File: src/hw/rtl/ini_section_key_value_tokenizer_unit_macros.svh
// Assertion macros shared by the INI tokenizer RTL.
`ifndef INI_SECTION_KEY_VALUE_TOKENIZER_UNIT_MACROS_SVH
`define INI_SECTION_KEY_VALUE_TOKENIZER_UNIT_MACROS_SVH

// Same-cycle implication, checked at every rising edge outside reset.
`define INI_KV_ASSERT_NOW(label, clk, rst, ante, cons) \
  label: assert property (@(posedge clk) disable iff (rst) (ante) |-> (cons)) \
    else $error("ini_kv: same-cycle check failed");

// Next-cycle implication, checked at every rising edge outside reset.
`define INI_KV_ASSERT_NEXT(label, clk, rst, ante, cons) \
  label: assert property (@(posedge clk) disable iff (rst) (ante) |=> (cons)) \
    else $error("ini_kv: next-cycle check failed");

`endif

File: src/hw/rtl/ini_kv_pkg.sv
// Shared types and constants of the INI section/key/value tokenizer.
`timescale 1ns / 1ps
`default_nettype none
package ini_kv_pkg;

  localparam int LINE_BITS_DEFAULT     = 24;
  localparam int SPACE_RUN_MAX_DEFAULT = 255;
  localparam int LINE_OUT_W            = 24;
  localparam int CHAR_W                = 8;
  localparam int SPACES_OUT_W          = 8;

  localparam logic [CHAR_W-1:0] CH_OPEN    = 8'h5B;  // '['
  localparam logic [CHAR_W-1:0] CH_CLOSE   = 8'h5D;  // ']'
  localparam logic [CHAR_W-1:0] CH_EQUALS  = 8'h3D;  // '='
  localparam logic [CHAR_W-1:0] CH_SPACE   = 8'h20;  // ' '
  localparam logic [CHAR_W-1:0] CH_NEWLINE = 8'h0A;  // '\n'

  typedef enum logic [3:0] {
    PH_HDR_START = 4'd0,
    PH_BAD_HDR   = 4'd1,
    PH_IN_HDR    = 4'd2,
    PH_HDR_END   = 4'd3,
    PH_HDR_JUNK  = 4'd4,
    PH_FLD_START = 4'd5,
    PH_IN_KEY    = 4'd6,
    PH_WAIT_EQ   = 4'd7,
    PH_BAD_FLD   = 4'd8,
    PH_WAIT_VAL  = 4'd9,
    PH_IN_VAL    = 4'd10
  } phase_t;

  typedef enum logic [2:0] {
    KIND_HDR_CHAR  = 3'd0,
    KIND_HDR_DONE  = 3'd1,
    KIND_KEY_CHAR  = 3'd2,
    KIND_VAL_CHAR  = 3'd3,
    KIND_PROP_DONE = 3'd4,
    KIND_BAD_HDR   = 3'd5,
    KIND_HDR_JUNK  = 3'd6,
    KIND_BAD_LINE  = 3'd7
  } kind_t;

  typedef struct packed {
    logic              vld;
    kind_t             kind;
    logic [CHAR_W-1:0] ch;
  } tok_t;

endpackage
`default_nettype wire

File: src/hw/rtl/ini_kv_step.sv
// Per-byte parse phase transition and token decode of the INI tokenizer.
`timescale 1ns / 1ps
`default_nettype none
module ini_kv_step #(
  parameter int SPACE_RUN_MAX = ini_kv_pkg::SPACE_RUN_MAX_DEFAULT,
  parameter int SPACE_W       = $clog2(SPACE_RUN_MAX + 1)
) (
  input  ini_kv_pkg::phase_t                 phase_cur,
  input  logic [SPACE_W-1:0]                 pending_cur,
  input  logic [ini_kv_pkg::CHAR_W-1:0]      c,
  output ini_kv_pkg::phase_t                 phase_next,
  output logic [SPACE_W-1:0]                 pending_next,
  output ini_kv_pkg::tok_t                   tok,
  output logic [SPACE_W-1:0]                 tok_spaces
);
  import ini_kv_pkg::*;

  localparam logic [SPACE_W-1:0] SPACE_MAX = SPACE_W'(SPACE_RUN_MAX);

  always_comb begin
    phase_next   = phase_cur;
    pending_next = pending_cur;
    tok          = '0;
    tok_spaces   = '0;
    case (phase_cur)
      PH_BAD_HDR: begin
        if (c == CH_NEWLINE) phase_next = PH_HDR_START;
      end
      PH_IN_HDR: begin
        if (c == CH_NEWLINE) begin
          tok.vld = 1'b1; tok.kind = KIND_BAD_HDR; phase_next = PH_FLD_START;
        end else if (c == CH_CLOSE) begin
          tok.vld = 1'b1; tok.kind = KIND_HDR_DONE; phase_next = PH_HDR_END;
        end else begin
          tok.vld = 1'b1; tok.kind = KIND_HDR_CHAR; tok.ch = c;
        end
      end
      PH_HDR_END: begin
        if (c == CH_NEWLINE) begin
          phase_next = PH_FLD_START;
        end else if (c != CH_SPACE) begin
          tok.vld = 1'b1; tok.kind = KIND_HDR_JUNK; phase_next = PH_HDR_JUNK;
        end
      end
      PH_HDR_JUNK, PH_BAD_FLD: begin
        if (c == CH_NEWLINE) phase_next = PH_FLD_START;
      end
      PH_FLD_START: begin
        if (c == CH_OPEN) begin
          phase_next = PH_IN_HDR;
        end else if (!(c inside {CH_SPACE, CH_NEWLINE})) begin
          tok.vld = 1'b1; tok.kind = KIND_KEY_CHAR; tok.ch = c;
          phase_next = PH_IN_KEY;
        end
      end
      PH_IN_KEY: begin
        if (c == CH_SPACE) begin
          phase_next = PH_WAIT_EQ;
        end else if (c == CH_EQUALS) begin
          phase_next = PH_WAIT_VAL;
        end else if (c == CH_NEWLINE) begin
          tok.vld = 1'b1; tok.kind = KIND_BAD_LINE; phase_next = PH_FLD_START;
        end else begin
          tok.vld = 1'b1; tok.kind = KIND_KEY_CHAR; tok.ch = c;
        end
      end
      PH_WAIT_EQ: begin
        if (c == CH_EQUALS) begin
          phase_next = PH_WAIT_VAL;
        end else if (c == CH_NEWLINE) begin
          tok.vld = 1'b1; tok.kind = KIND_BAD_LINE; phase_next = PH_FLD_START;
        end else if (c != CH_SPACE) begin
          tok.vld = 1'b1; tok.kind = KIND_BAD_LINE; phase_next = PH_BAD_FLD;
        end
      end
      PH_WAIT_VAL: begin
        if (c == CH_NEWLINE) begin
          tok.vld = 1'b1; tok.kind = KIND_PROP_DONE; phase_next = PH_FLD_START;
        end else if (c != CH_SPACE) begin
          tok.vld = 1'b1; tok.kind = KIND_VAL_CHAR; tok.ch = c;
          pending_next = '0;
          phase_next = PH_IN_VAL;
        end
      end
      PH_IN_VAL: begin
        if (c == CH_NEWLINE) begin
          tok.vld = 1'b1; tok.kind = KIND_PROP_DONE;
          pending_next = '0;
          phase_next = PH_FLD_START;
        end else if (c == CH_SPACE) begin
          if (pending_cur < SPACE_MAX) pending_next = pending_cur + 1'b1;
        end else begin
          tok.vld = 1'b1; tok.kind = KIND_VAL_CHAR; tok.ch = c;
          tok_spaces = pending_cur;
          pending_next = '0;
        end
      end
      default: begin
        // Header start; unused codes fall back here and parse as header start.
        if (c == CH_OPEN) begin
          phase_next = PH_IN_HDR;
        end else if (!(c inside {CH_SPACE, CH_NEWLINE})) begin
          tok.vld = 1'b1; tok.kind = KIND_BAD_HDR; phase_next = PH_BAD_HDR;
        end else begin
          phase_next = PH_HDR_START;
        end
      end
    endcase
  end

endmodule
`default_nettype wire

File: src/hw/rtl/ini_section_key_value_tokenizer_unit.sv
// Top level of the INI section/key/value tokenizer: handshakes and parser state.
// A byte waits in the input stage, then its token goes to the result register.
// Throughput: one byte per cycle while the result register is free or drained.
// Bytes that yield no token leave nothing on the output.
// Reset (synchronous, rst high) empties both stages, sets the phase to
// header start, the line counter to one and the pending space count to zero.
`timescale 1ns / 1ps
`default_nettype none
`include "ini_section_key_value_tokenizer_unit_macros.svh"
module ini_section_key_value_tokenizer_unit #(
  parameter int LINE_BITS     = ini_kv_pkg::LINE_BITS_DEFAULT,
  parameter int SPACE_RUN_MAX = ini_kv_pkg::SPACE_RUN_MAX_DEFAULT
) (
  input  logic                                  clk,
  input  logic                                  rst,
  input  logic                                  item_valid,
  output logic                                  item_ready,
  input  logic [ini_kv_pkg::CHAR_W-1:0]         data_byte,
  input  logic                                  end_of_stream,
  output logic                                  token_valid,
  input  logic                                  token_ready,
  output logic [2:0]                            token_kind,
  output logic [ini_kv_pkg::CHAR_W-1:0]         token_char,
  output logic [ini_kv_pkg::SPACES_OUT_W-1:0]   spaces_before,
  output logic [ini_kv_pkg::LINE_OUT_W-1:0]     token_line
);
  import ini_kv_pkg::*;

  localparam int SPACE_W = $clog2(SPACE_RUN_MAX + 1);
  localparam logic [LINE_BITS-1:0] LINE_ONE = LINE_BITS'(1);

  // Input stage: holds one accepted item until the parser consumes it.
  logic              s1_valid;
  logic [CHAR_W-1:0] s1_byte;
  logic              s1_eos;

  // Parser state, updated once per consumed item.
  phase_t               phase;
  logic [LINE_BITS-1:0] line_count;
  logic [SPACE_W-1:0]   pending_spaces;

  // Result register.
  logic                    out_valid;
  kind_t                   out_kind;
  logic [CHAR_W-1:0]       out_char;
  logic [SPACE_W-1:0]      out_spaces;
  logic [LINE_BITS-1:0]    out_line;

  logic               s1_fire;
  logic [CHAR_W-1:0]  cur_char;
  phase_t             phase_next;
  logic [SPACE_W-1:0] pending_next;
  tok_t               tok;
  logic [SPACE_W-1:0] tok_spaces;
  logic [LINE_BITS-1:0] line_count_next;

  // The input stage moves on whenever the result register is free or is being
  // drained this cycle, so a waiting token never stalls a byte that has no
  // token of its own for longer than the consumer holds off.
  assign s1_fire    = s1_valid && (!out_valid || token_ready);
  assign item_ready = !s1_valid || s1_fire;

  // End of stream is parsed as an implied newline on the current line.
  assign cur_char = s1_eos ? CH_NEWLINE : s1_byte;

  ini_kv_step #(
    .SPACE_RUN_MAX (SPACE_RUN_MAX),
    .SPACE_W       (SPACE_W)
  ) u_step (
    .phase_cur    (phase),
    .pending_cur  (pending_spaces),
    .c            (cur_char),
    .phase_next   (phase_next),
    .pending_next (pending_next),
    .tok          (tok),
    .tok_spaces   (tok_spaces)
  );

  // The line counter saturates at its all-ones value.
  always_comb begin
    line_count_next = line_count;
    if (s1_eos) begin
      line_count_next = LINE_ONE;
    end else if (cur_char == CH_NEWLINE && line_count != '1) begin
      line_count_next = line_count + 1'b1;
    end
  end

  always_ff @(posedge clk) begin
    if (rst) begin
      s1_valid <= 1'b0;
    end else if (item_ready) begin
      s1_valid <= item_valid;
    end
  end

  always_ff @(posedge clk) begin
    if (item_valid && item_ready) begin
      s1_byte <= data_byte;
      s1_eos  <= end_of_stream;
    end
  end

  always_ff @(posedge clk) begin
    if (rst) begin
      phase          <= PH_HDR_START;
      line_count     <= LINE_ONE;
      pending_spaces <= '0;
    end else if (s1_fire) begin
      phase          <= s1_eos ? PH_HDR_START : phase_next;
      pending_spaces <= s1_eos ? '0 : pending_next;
      line_count     <= line_count_next;
    end
  end

  always_ff @(posedge clk) begin
    if (rst) begin
      out_valid <= 1'b0;
    end else if (s1_fire && tok.vld) begin
      out_valid <= 1'b1;
    end else if (token_ready) begin
      out_valid <= 1'b0;
    end
  end

  // The token carries the line count as it stood before this byte.
  always_ff @(posedge clk) begin
    if (s1_fire && tok.vld) begin
      out_kind   <= tok.kind;
      out_char   <= tok.ch;
      out_spaces <= tok_spaces;
      out_line   <= line_count;
    end
  end

  assign token_valid   = out_valid;
  assign token_kind    = out_kind;
  assign token_char    = out_char;
  assign spaces_before = SPACES_OUT_W'(out_spaces);
  assign token_line    = LINE_OUT_W'(out_line);

  `INI_KV_ASSERT_NOW(a_spaces_only_on_value, clk, rst,
    out_valid && out_kind != KIND_VAL_CHAR, out_spaces == '0)
  `INI_KV_ASSERT_NOW(a_char_only_on_char_kinds, clk, rst,
    out_valid && (out_kind == KIND_HDR_DONE || out_kind == KIND_PROP_DONE ||
    out_kind == KIND_BAD_HDR || out_kind == KIND_HDR_JUNK || out_kind == KIND_BAD_LINE),
    out_char == '0)
  `INI_KV_ASSERT_NOW(a_line_never_zero, clk, rst, 1'b1, line_count != '0)
  `INI_KV_ASSERT_NOW(a_pending_bounded, clk, rst, 1'b1,
    pending_spaces <= SPACE_W'(SPACE_RUN_MAX))
  `INI_KV_ASSERT_NEXT(a_eos_resets_parser, clk, rst, s1_fire && s1_eos,
    phase == PH_HDR_START && line_count == LINE_ONE && pending_spaces == '0)

endmodule
`default_nettype wire

File: config.mk
export PLATFORM = sky130hd
export DESIGN_NAME = ini_section_key_value_tokenizer_unit
export DESIGN_NICKNAME = d
export VERILOG_FILES = /design/src/hw/rtl/ini_kv_pkg.sv /design/src/hw/rtl/ini_kv_step.sv /design/src/hw/rtl/ini_section_key_value_tokenizer_unit.sv
export VERILOG_INCLUDE_DIRS = /design/src /design/src/hw/rtl
export SDC_FILE = /design/constraint.sdc
export NUM_CORES = 1
export LEC_CHECK = 0
export BUFFER_PORTS_ARGS = -buffer_cell sky130_fd_sc_hd__buf_2
export CORE_MARGIN = 2
export CORE_UTILIZATION = 50
export CTS_BUF_LIST = sky130_fd_sc_hd__clkbuf_4 sky130_fd_sc_hd__clkbuf_8
export CTS_CLUSTER_DIAMETER = 150
export DETAILED_ROUTE_END_ITERATION = 12
export PLACE_DENSITY_LB_ADDON = 0.08
export RECOVER_POWER = 100
export SYNTH_ARGS = -nofsm -noshare
export SYNTH_HDL_FRONTEND = slang
export SYNTH_HIERARCHICAL = 1
export SYNTH_SLANG_ARGS = --single-unit
File: constraint.sdc
create_clock -name clk -period 5 [get_ports clk]
set_clock_uncertainty 0.05 [all_clocks]
set_input_delay 0.5 -clock clk [delete_from_list [all_inputs] [get_ports clk]]
set_output_delay 0.5 -clock clk [all_outputs]
set_load 0.05 [all_outputs]
[After elaboration in Yosys (flattened, before gate mapping)]
Index checks and enable logic that the tools add are counted.
Word-level totals
  output and inout port bits: 45
  register bits: 90
  RAM bits: 0
  logic and storage cells: 115
  memories kept: 0
  latch bits: 0
  bits of input ports: 13
  ROM bits: 0
Operators by class
  equality and inequality tests: 26
  reductions and logical operators: 18
  mux-type cells: 56
  bitwise operators: 1
  divide/modulo/power cells: 0
  magnitude comparators: 1
  add/subtract/negate cells: 2
  multiply operators: 0
  shift operators: 0
Operators with widths (number)
  $mux W4: 26
  $mux W8: 12
  $mux W12: 6
  $pmux W4 S8: 2
  $mux W24: 2
  $pmux W8 S5: 1
  $add A24 B1 Y24 const B: 1
  $ne A24 B24 Y1 const B: 1
  $eq A4 B3 Y1 const B: 4
  $eq A8 B6 Y1 const B: 2
  $eq A8 B7 Y1 const B: 2
  $ne A4 B3 Y1 const B: 4
  $pmux W8 S2: 1
  $eq A4 B4 Y1 const B: 3
  $reduce_or A3 Y1: 3
  $add A8 B1 Y8 const B: 1
  $eq A4 B2 Y1 const B: 2
  $eq A8 B4 Y1 const B: 1
  $lt A8 B8 Y1 const B: 1
  $ne A8 B6 Y1 const B: 1
  $reduce_and A7 Y1: 1
  $mux W3: 2
  $ne A3 B3 Y1 const B: 2
  $reduce_bool A2 Y1: 3
  other kinds (12): 20

[Logic depth before layout (Yosys ltp)]
Gate-level depths: netlist of run 1.
  depth after elaboration: 8
  mapped depth: 13
  depth with buffers taken out: 9

[By module]
Netlist of run 1, hierarchy kept.
Modules (own cells, without submodules)
  ini_section_key_value_tokenizer_unit: cells each 305, instances 1, area an instance 3661.0 um^2
  ini_kv_step: cells each 169, instances 1, area an instance 1056.0 um^2

[Worst setup path after synthesis of run 1]
No wires, ideal clock.
  path type: register to register
  start: reg s1_eos
  end: reg out_spaces[0] (netlist: spaces_before[0]) (enable)
  period minus slack after synthesis: 3988 ps
  arrival time: 3533 ps
  setup slack: 1012 ps
  library setup time: 406 ps
  path buffers: 2
  stages on the path, launching flop included: 10
  cells stage by stage: edfxtp_1 clkbuf_1 clkbuf_1 or2_2 and4b_1 a2111oi_0 nand2_1 nand3_1 a221o_1 and3_1
RTL lines
  from (decl): line ini_section_key_value_tokenizer_unit.sv:35  | logic s1_eos;
  from (signal assigned): line ini_section_key_value_tokenizer_unit.sv:100  | s1_eos <= end_of_stream;
  to (signal assigned): line ini_section_key_value_tokenizer_unit.sv:131  | out_spaces <= tok_spaces;
  to (decl): line ini_section_key_value_tokenizer_unit.sv:46  | logic [SPACE_W-1:0] out_spaces;

==> impl_results.md, run 1 <==
- Switch share: 0.263
- Core ar.: 9200 um2
- Clk slew on worst S/H paths: 0.09 ns
- Site row count: 35
- Syn Nets: 489
- Reg power frac: 0.575
- Gp weighted congestion: 0.942
- Worst setup path class: flip-flop to flip-flop
- Dominant synthesized flop cell: edfxtp_1
- Delay-heaviest family, CP: simple AND/OR/NAND/NOR gates
- M1 WL: 5230 um
- Cts bufs inserted: 9
- Final setup TNS: 0 ns
- Leakage power: 1.69 nW
- Worst-Margin Slew: 1.56 ns
- Crit. End Element: flip-flop
- CTS tree: yes
- Area fraction of the dominant cell type after synthesis: 0.331
- Hold Path Stages: 1
- Internal power consumption: 1.03 mW
- Tmin final: 4.01 ns
- Max Clk Rate: 0.249 GHz
- Violated checks: max-capacitance violations, max-slew violations
- ANT nets after route: 0
- WL final: 10900 um
- First-pass GRT wire length: 17700 um
- Hold slack: 0.266 ns
- Top routing layer used: met4
- Root Driver: clkbuf_8
- Total power: 1.40 mW
- Post-synth design cell area: 4720 um2
- Area Overhead vs Synth: 8.83%
- FF+latch count, synth: 90
- Clk pwr share: 0.331
- Crit path buffers/inverters: 1
- Worst setup margin: 0.990 ns
- DR iter-0 viols: 301
- Top post-synthesis cells by area: edfxtp_1, dfxtp_1, a21oi_1, o21ai_0, nand2_1
- Synth warn: 6
- Async set-or-reset flop fraction in the synthesized netlist: 0
- WP depth: 8
- Number of diodes: 0
- Hold buffer count at CTS: 0
- Wire length on met2: 4860 um
- Htree depth: 3
- Mapped Cells: 474
- IO Count: 58
- Crit-path cells: nor2b_1 > and4b_1 > a2111oi_0 > nand2_1 > nand3_1 > a221o_1 > and3_2 > buf_12
- Syn Area/Cell: 9.95 um2
- Clk buf depth: 2
- Post-synth EDFFs: 52
- R2R depth: 8
- DRC Markers: 0
- Outcome: finished, violations left
- Maxcap violations: 1
- Slew HR: -0.0668
- Starting density of the core: 0.513
- DR vias: 3936
- Post-synthesis cell type count: 68
- VDD IR-drop max: 0.156 mV
- Clk_lat worst skew: 0.35 ns
- DIE AREA: 10200 um2
- Cell area power density: 273 nW/um2
- Pins Over Slew Limit: 5
- Grt total ovfl: 0
- TritonCTS Sinks: 90
- Fin crit share: 0.802
- Worst Path Arrival: 4.02 ns
- Die width: 101 um
- Resized Gates After CTS: 0
- Comb power frac: 0.094
- Via density: 6.20
- Setup bufs post-CTS: 0
- Total global-route track usage: 0.218
- Worst path slowest cell: a2111oi_0
- Layout Utilization: 0.558
- CP max stage delay: 0.96 ns
- Count leader, synth: edfxtp_1
- Largest net degree at the start of global routing: 29
- Max FO, Critical Path: 24
- Hold Path Class: primary input to flip-flop
- Dpl hpwl: 7370 um
- Die Ht: 101 um
- Final Hold Vio Count: 0
- Synth area leader: edfxtp_1
- WL/cell: 17.1 um
- Dpl ws: 1.08 ns
- Met3 wire length: 556 um
- Switch Pwr: 0.368 mW
- Startpoint Class: flip-flop
- Number of global-route vias before repair: 3575
- FILL cells: 875
- Initial antenna violation count: 0
- Worst EP required: 5.01 ns
- Final Net Count: 534
- Unrepaired setup endpoints after global routing: false
- IO buf count: 57
- DRT Pass-1 Iters: 4
- Final setup fails: 0
- Synth cell count leaders: edfxtp_1, nand2_1, a21oi_1
- Part of the Yosys area used for sequential elements: 0.492
- Share of layout cells above drive strength 1: 0.0992
-- registers in the layout, summed over array words and instances (netlist names) --
signal	count
spaces_before	8
token_valid	1
line_count	24
token_line	24
phase	4
s1_eos	1
s1_valid	1
s1_byte	8
token_char	8
pending_spaces	8
token_kind	3
-- cells in the final DEF (no fill, tap or decap), types with 12 or more instances in the layout --
master	n
a21oi_1	41
buf_2	12
clkbuf_1	45
dfxtp_1	38
edfxtp_1	52
nand2_1	41
nand3_1	21
nand3b_1	13
nor2_1	23
nor2b_1	17
nor3_1	12
o21ai_0	32
o31ai_1	13
-- power by group through the flow --
stage          logic [mW]  registers, mW  clock network (mW)
6_report            0.132          0.806               0.464
2_1_floorplan      0.0676          0.858                   0
5_1_grt             0.142          0.808               0.501
3_5_place_dp        0.136          0.822                   0
4_1_cts             0.137          0.806               0.475
3_3_place_gp        0.135          0.822                   0
-- area by class of cell --
type                    count  area (um2)  share of cell area
clock inverters             5        36.3             0.00707
flip-flops and latches     90        2320               0.452
multi-input cells         354        2210               0.430
well taps                 111         139              0.0271
clock buffers              11         145              0.0283
repair buffers             61         272              0.0529
inverters                   3        11.3             0.00219
-- layer usage --
| layer | track usage | up-vias |
|---|---|---|
| met5 | 0 | - |
| met1 | 0.311 | 1872 |
| met2 | 0.331 | 124 |
| met3 | 0.0359 | 22 |
| li1 | - | 1918 |
| met4 | 0.0873 | 0 |
-- worst paths after layout --
path,slack (ns),endpoint,startpoint
max reg2reg,0.99,spaces_before[0],s1_eos
min,0.27,s1_byte[0],data_byte[0]
max,0.99,spaces_before[0],s1_eos
min reg2reg,0.45,token_line[23],line_count[23]
-- through the flow --
stage / area, um2 / instances
floorplan: 4720 / 474
global placement: 5060 / 619
detailed placement: 5060 / 619
CTS: 5240 / 635
global route: 5130 / 635
finish: 5130 / 635
-- worst register-to-register path, cell delays in order (launching register included) --
cell and delay [ns]:
edfxtp_1 0.49, nor2b_1 0.52, and4b_1 0.29, a2111oi_0 0.96
nand2_1 0.26, nand3_1 0.21, a221o_1 0.12, and3_2 0.56
buf_12 0.26
-- cells by family after synthesis --
kind of cell    count (synthesis)  share of synthesized area
buf+inv                        30                     0.0294
flops                          90                      0.492
xor+xnor                        1                    0.00186
compound gates                139                      0.201
simple gates                  208                      0.262
fa+ha+maj                       2                    0.00530
mux                             4                    0.00902
(Power assumes the default switching activity.)
==> inputs of run 2 (changes only) <==
==> constraint.sdc (replaced) <==
create_clock -name clk -period 3.32 [get_ports clk]
set_clock_uncertainty 0.05 [all_clocks]
set_input_delay 0.332 -clock clk [delete_from_list [all_inputs] [get_ports clk]]
set_output_delay 0.332 -clock clk [all_outputs]
set_load 0.05 [all_outputs]
==> impl_results.md, run 2 (same netlist as run 1, synthesis figures left out) <==
- Outcome: finished clean (was finished, violations left)
- Number of diodes: 0 (unchanged)
- Hold slack: 0.102 ns (was 0.266 ns)
- Core ar.: 9200 um2 (unchanged)
- CTS tree: yes (unchanged)
- Unrepaired setup endpoints after global routing: false (unchanged)
- Die Ht: 101 um (unchanged)
- Switch Pwr: 0.540 mW (was 0.368 mW)
- Hold buffer count at CTS: 0 (unchanged)
- Fin crit share: 0.927 (was 0.802)
- Reg power frac: 0.563 (was 0.575)
- TritonCTS Sinks: 90 (unchanged)
- Worst setup path start: s1_eos (unchanged)
- Clk pwr share: 0.345 (was 0.331)
- Clk_lat worst skew: 0.35 ns (about the same)
- Gp weighted congestion: 0.937 (was 0.942)
- FILL cells: 865 (was 875)
- Leakage power: 1.74 nW (was 1.69 nW)
- Most frequent cells in the layout: edfxtp_1, clkbuf_1, nand2_1, a21oi_1, dfxtp_1 (unchanged)
- Setup bufs post-CTS: 0 (unchanged)
- Crit. End Element: flip-flop (unchanged)
- IO buf count: 57 (unchanged)
- Tmin final: 3.08 ns (was 4.01 ns)
- Reg-to-Reg Start: s1_eos (unchanged)
- Worst Path Arrival: 3.06 ns (was 4.02 ns)
- VDD IR-drop max: 0.203 mV (was 0.156 mV)
- Cts bufs inserted: 9 (unchanged)
- DR vias: 4019 (was 3936)
- WL final: 11400 um (was 10900 um)
- Register-to-register setup slack: 0.24 ns (was 0.99 ns)
- Final setup TNS: 0 ns (unchanged)
- Root Driver: clkbuf_8 (unchanged)
- First-pass GRT wire length: 18200 um (was 17700 um)
- Clk buf depth: 2 (unchanged)
- Max Clk Rate: 0.325 GHz (was 0.249 GHz)
- Largest net degree at the start of global routing: 45 (was 29)
- Site row count: 35 (unchanged)
- Comb power frac: 0.092 (was 0.094)
- Final Net Count: 545 (was 534)
- DRT Pass-1 Iters: 4 (unchanged)
- Share of layout cells above drive strength 1: 0.112 (was 0.0992)
- ANT nets after route: 0 (unchanged)
- Via density: 6.22 (was 6.20)
- Hold Path Class: primary input to flip-flop (unchanged)
- Htree depth: 3 (unchanged)
- Pins Over Slew Limit: 0 (was 5)
- IO Count: 58 (unchanged)
- Number of global-route vias before repair: 3627 (was 3575)
- Worst setup path class: flip-flop to flip-flop (unchanged)
- Worst-Margin Slew: 0.940 ns (was 1.56 ns)
- R2R Path End: token_kind[2] (was spaces_before[0])
- DRC Markers: 0 (unchanged)
- Switch share: 0.250 (was 0.263)
- Resized Gates After CTS: 0 (unchanged)
- Clk slew on worst S/H paths: 0.08 ns (was 0.09 ns)
- Crit path capture: token_kind[2] (was spaces_before[0])
- Die width: 101 um (unchanged)
- Initial antenna violation count: 0 (unchanged)
- Slew HR: 0.368 (was -0.0668)
- Max FO, Critical Path: 44 (was 24)
- Final setup fails: 0 (unchanged)
- Cell area power density: 414 nW/um2 (was 273 nW/um2)
- WL/cell: 17.7 um (was 17.1 um)
- Total global-route track usage: 0.226 (was 0.218)
- Dpl hpwl: 7720 um (was 7370 um)
- DR iter-0 viols: 250 (was 301)
- Starting density of the core: 0.513 (unchanged)
- Final Hold Vio Count: 0 (unchanged)
- Startpoint Class: flip-flop (unchanged)
- Maxcap violations: 0 (was 1)
- Internal power consumption: 1.62 mW (was 1.03 mW)
- Area Overhead vs Synth: 10.6% (was 8.83%)
- Worst EP required: 3.31 ns (was 5.01 ns)
- DIE AREA: 10200 um2 (unchanged)
- Leading cell type in the layout, fill and taps excluded: edfxtp_1 (unchanged)
- Grt total ovfl: 0 (unchanged)
- R2R depth: 8 (unchanged)
==> run 2: worst min path at each step <==
| stage | start | end | slack, ns | cells past startpoint |
|---|---|---|---|---|
| 3_3_place_gp | line_count[23] | token_line[23] | 0.42 | 0 |
| 5_1_grt | data_byte[2] | s1_byte[2] | 0.09 | 1 |
| 2_1_floorplan | line_count[13] | token_line[13] | 0.36 | 0 |
| 4_1_cts | data_byte[0] | s1_byte[0] | 0.09 | 1 |
| 3_5_place_dp | line_count[23] | token_line[23] | 0.43 | 0 |
| 6_report | data_byte[0] | s1_byte[0] | 0.10 | 1 |
==> run 2: per-stage QoR <==
stage / setup WS [ns] / std cells / util / power (mW) / area (um2)
6_report: 0.242 / 646 / 0.567 / 2.16 / 5220
4_1_cts: 0.280 / 646 / 0.579 / 2.19 / 5330
5_1_grt: 0.0364 / 646 / 0.567 / 2.24 / 5220
2_1_floorplan: 0.00452 / 474 / - / 1.39 / 4720
3_5_place_dp: 0.345 / 630 / 0.558 / 1.45 / 5130
3_3_place_gp: 0.410 / 630 / 0.558 / 1.44 / 5130
==> run 2: power by group through the flow <==
stage               combinational, mW  sequential (mW)  clock [mW]
global placement                0.205             1.24           0
finish                          0.198             1.21       0.745
floorplan                       0.103             1.29           0
detailed placement              0.207             1.24           0
global route                    0.213             1.22       0.809
CTS                             0.208             1.21       0.763
==> run 2: cell type report <==
| class | instances | area (um2) | area share |
|---|---|---|---|
| Multi-Input combinational cell | 354 | 2220 | 0.426 |
| Clock buffer | 11 | 139 | 0.0266 |
| Timing Repair Buffer | 72 | 327 | 0.0626 |
| Inverter | 3 | 11.3 | 0.00216 |
| Tap cell | 111 | 139 | 0.0266 |
| Clock inverter | 5 | 57.6 | 0.0110 |
| Sequential cell | 90 | 2320 | 0.445 |
==> run 2: routing by layer <==
layer / vias to the layer above / GRT usage / part of all wire
li1: 1952 / - / -
met1: 1934 / 0.319 / 0.48
met2: 119 / 0.356 / 0.46
met3: 14 / 0.0352 / 0.045
met4: 0 / 0.0800 / 0.014
met5: - / 0 / 0
==> run 2: critical path: stages, from the launching register on <==
cell,delay [ns]
edfxtp_1,0.39
buf_4,0.16
nor2b_1,0.07
or4_1,0.66
or3_1,0.53
nand3_1,0.12
nand3_1,0.12
a221o_1,0.28
and3_4,0.35
==> inputs of run 3 (changes only) <==
--- a/config.mk
+++ b/config.mk
@@ -7,13 +7,14 @@
 export NUM_CORES = 1
 export LEC_CHECK = 0
 export BUFFER_PORTS_ARGS = -buffer_cell sky130_fd_sc_hd__buf_2
+export CAP_MARGIN = 20
 export CORE_MARGIN = 2
 export CORE_UTILIZATION = 50
 export CTS_BUF_LIST = sky130_fd_sc_hd__clkbuf_4 sky130_fd_sc_hd__clkbuf_8
 export CTS_CLUSTER_DIAMETER = 150
 export DETAILED_ROUTE_END_ITERATION = 12
+export MAX_ROUTING_LAYER = met4
 export PLACE_DENSITY_LB_ADDON = 0.08
-export RECOVER_POWER = 100
 export SYNTH_ARGS = -nofsm -noshare
 export SYNTH_HDL_FRONTEND = slang
 export SYNTH_HIERARCHICAL = 1
==> impl_results.md, run 3 (same netlist as run 1, synthesis figures left out) <==
- Outcome: finished clean (unchanged)
- Cell area power density: 396 nW/um2 (was 414 nW/um2)
- Met1 usage: 0.336 (was 0.319)
- Clk pwr share: 0.325 (was 0.345)
- DR vias: 3989 (was 4019)
- Gp weighted congestion: 0.959 (was 0.937)
- Max Clk Rate: 0.327 GHz (was 0.325 GHz)
- Multi-input gate area: 2260 um2 (was 2220 um2)
- Number of global-route vias before repair: 3603 (was 3627)
- FF+latch area: 2320 um2 (unchanged)
- Worst Path Arrival: 3.00 ns (was 3.06 ns)
- Largest net degree at the start of global routing: 45 (unchanged)
- Met3 Use GR: 0.0311 (was 0.0352)
- WL/cell: 17.0 um (was 17.7 um)
- IO buf count: 57 (unchanged)
- Core ar.: 9200 um2 (unchanged)
- Area Overhead vs Synth: 12.8% (was 10.6%)
- Internal power consumption: 1.55 mW (was 1.62 mW)
- GRT busiest layer: met1 (was met2)
- DRC Markers: 0 (unchanged)
- Worst-Margin Slew: 0.842 ns (was 0.940 ns)
- TritonCTS Sinks: 90 (unchanged)
- Share of layout cells above drive strength 1: 0.216 (was 0.112)
- Placed Area: 5150 um2 (was 5130 um2)
- Most frequent cells in the layout: buf_2, edfxtp_1, nand2_1, a21oi_1, dfxtp_1 (was edfxtp_1, clkbuf_1, nand2_1, a21oi_1, dfxtp_1)
- Die width: 101 um (unchanged)
- GR Layer Usage met2: 0.333 (was 0.356)
- Worst setup path class: flip-flop to flip-flop (unchanged)
- Crit-path cells: or2_2 > and4b_1 > a2111oi_0 > nand2_1 > nand3_1 > a221o_1 > and3_4 (was buf_4 > nor2b_1 > or4_1 > or3_1 > nand3_1 > nand3_1 > a221o_1 > and3_4)
- ANT nets after route: 0 (unchanged)
- Via density: 6.16 (was 6.22)
- Clk slew on worst S/H paths: 0.09 ns (was 0.08 ns)
- Switch share: 0.262 (was 0.250)
- CTS tree: yes (unchanged)
- Resized Gates After CTS: 0 (unchanged)
- Worst path slowest cell: a2111oi_0 (was or4_1)
- Dpl hpwl: 7620 um (was 7720 um)
- Hold buffer count at CTS: 0 (unchanged)
- Cts bufs inserted: 9 (unchanged)
- Root Driver: clkbuf_8 (unchanged)
- First-pass GRT wire length: 18300 um (was 18200 um)
- CP max stage delay: 0.61 ns (was 0.66 ns)
- Number of diodes: 0 (unchanged)
- VDD IR-drop max: 0.192 mV (was 0.203 mV)
- Total global-route track usage: 0.233 (was 0.226)
- Design Area, Final: 5320 um2 (was 5220 um2)
- Hold Path Class: primary input to flip-flop (unchanged)
- IO Count: 58 (unchanged)
- Htree depth: 3 (unchanged)
- Tmin final: 3.06 ns (was 3.08 ns)
- Clk_lat worst skew: 0.36 ns (was 0.35 ns)
- Delay-heaviest family, CP: simple AND/OR/NAND/NOR gates (unchanged)
- DIE AREA: 10200 um2 (unchanged)
- Reg power frac: 0.576 (was 0.563)
- Register-to-register setup slack: 0.26 ns (was 0.24 ns)
- Final setup fails: 0 (unchanged)
- Clk buf depth: 2 (unchanged)
- Starting density of the core: 0.513 (unchanged)
- Pins Over Slew Limit: 0 (unchanged)
- Setup bufs post-CTS: 0 (unchanged)
- Startpoint Class: flip-flop (unchanged)
- Leakage power: 1.94 nW (was 1.74 nW)
- DR iter-0 viols: 276 (was 250)
- Site row count: 35 (unchanged)
- Unrepaired setup endpoints after global routing: false (unchanged)
- DRT Pass-1 Iters: 4 (unchanged)
- Max FO, Critical Path: 44 (unchanged)
- WL final: 11000 um (was 11400 um)
- Worst EP required: 3.26 ns (was 3.31 ns)
- FILL cells: 833 (was 865)
- Die Ht: 101 um (unchanged)
- Final Net Count: 547 (was 545)
- Fin crit share: 0.921 (was 0.927)
- Crit. End Element: flip-flop (unchanged)
- Crit path buffers/inverters: 0 (was 1)
- Maxcap violations: 0 (unchanged)
- Comb power frac: 0.098 (was 0.092)
- Switch Pwr: 0.553 mW (was 0.540 mW)
- Initial antenna violation count: 0 (unchanged)
- Final setup TNS: 0 ns (unchanged)
- Grt total ovfl: 0 (unchanged)
- Final Hold Vio Count: 0 (unchanged)
- Leading cell type in the layout, fill and taps excluded: buf_2 (was edfxtp_1)
- Slew HR: 0.434 (was 0.368)
## run 3: power by group through the flow
stage / Combinational, mW / Clock, mW / Sequential, mW
6_report: 0.207 / 0.685 / 1.21
5_1_grt: 0.224 / 0.746 / 1.22
4_1_cts: 0.207 / 0.701 / 1.21
3_5_place_dp: 0.207 / 0 / 1.24
3_3_place_gp: 0.206 / 0 / 1.24
2_1_floorplan: 0.103 / 0 / 1.29
## run 3: through the flow
stage          worst slack (ns)  hold WS [ns]  power, mW   util  std cells
2_1_floorplan           0.00452         0.356       1.39      -        474
4_1_cts                   0.333        0.0829       2.12  0.579        648
3_5_place_dp              0.350         0.432       1.45  0.560        632
3_3_place_gp              0.406         0.423       1.44  0.560        632
6_report                  0.262        0.0964       2.11  0.579        648
5_1_grt                   0.149        0.0837       2.19  0.579        648
## run 3: routing by layer
layer	wire length, um	share of wire
met1	5410	0.49
met2	4910	0.45
met3	452	0.041
met4	222	0.020
met5	0	0
## run 3: final timing paths
| kind | from | to | cells past startpoint |
|---|---|---|---|
| max | s1_eos | token_line[12] | 7 |
| min | data_byte[0] | s1_byte[0] | 1 |
| max reg2reg | s1_eos | token_line[12] | 7 |
| min reg2reg | line_count[23] | token_line[23] | 0 |
## run 3: layout make-up
type	count	area share
Clock buffer	11	0.0261
Timing Repair Buffer	74	0.0776
Inverter	3	0.00212
Sequential cell	90	0.436
Multi-Input combinational cell	354	0.425
Clock inverter	5	0.00682
Tap cell	111	0.0261
## run 3: worst register-to-register path: cells and delay by family, from the launching register on
family,cells,cell delay [ns]
simple gates,5,1.49
compound gates,2,0.73
flops,1,0.42
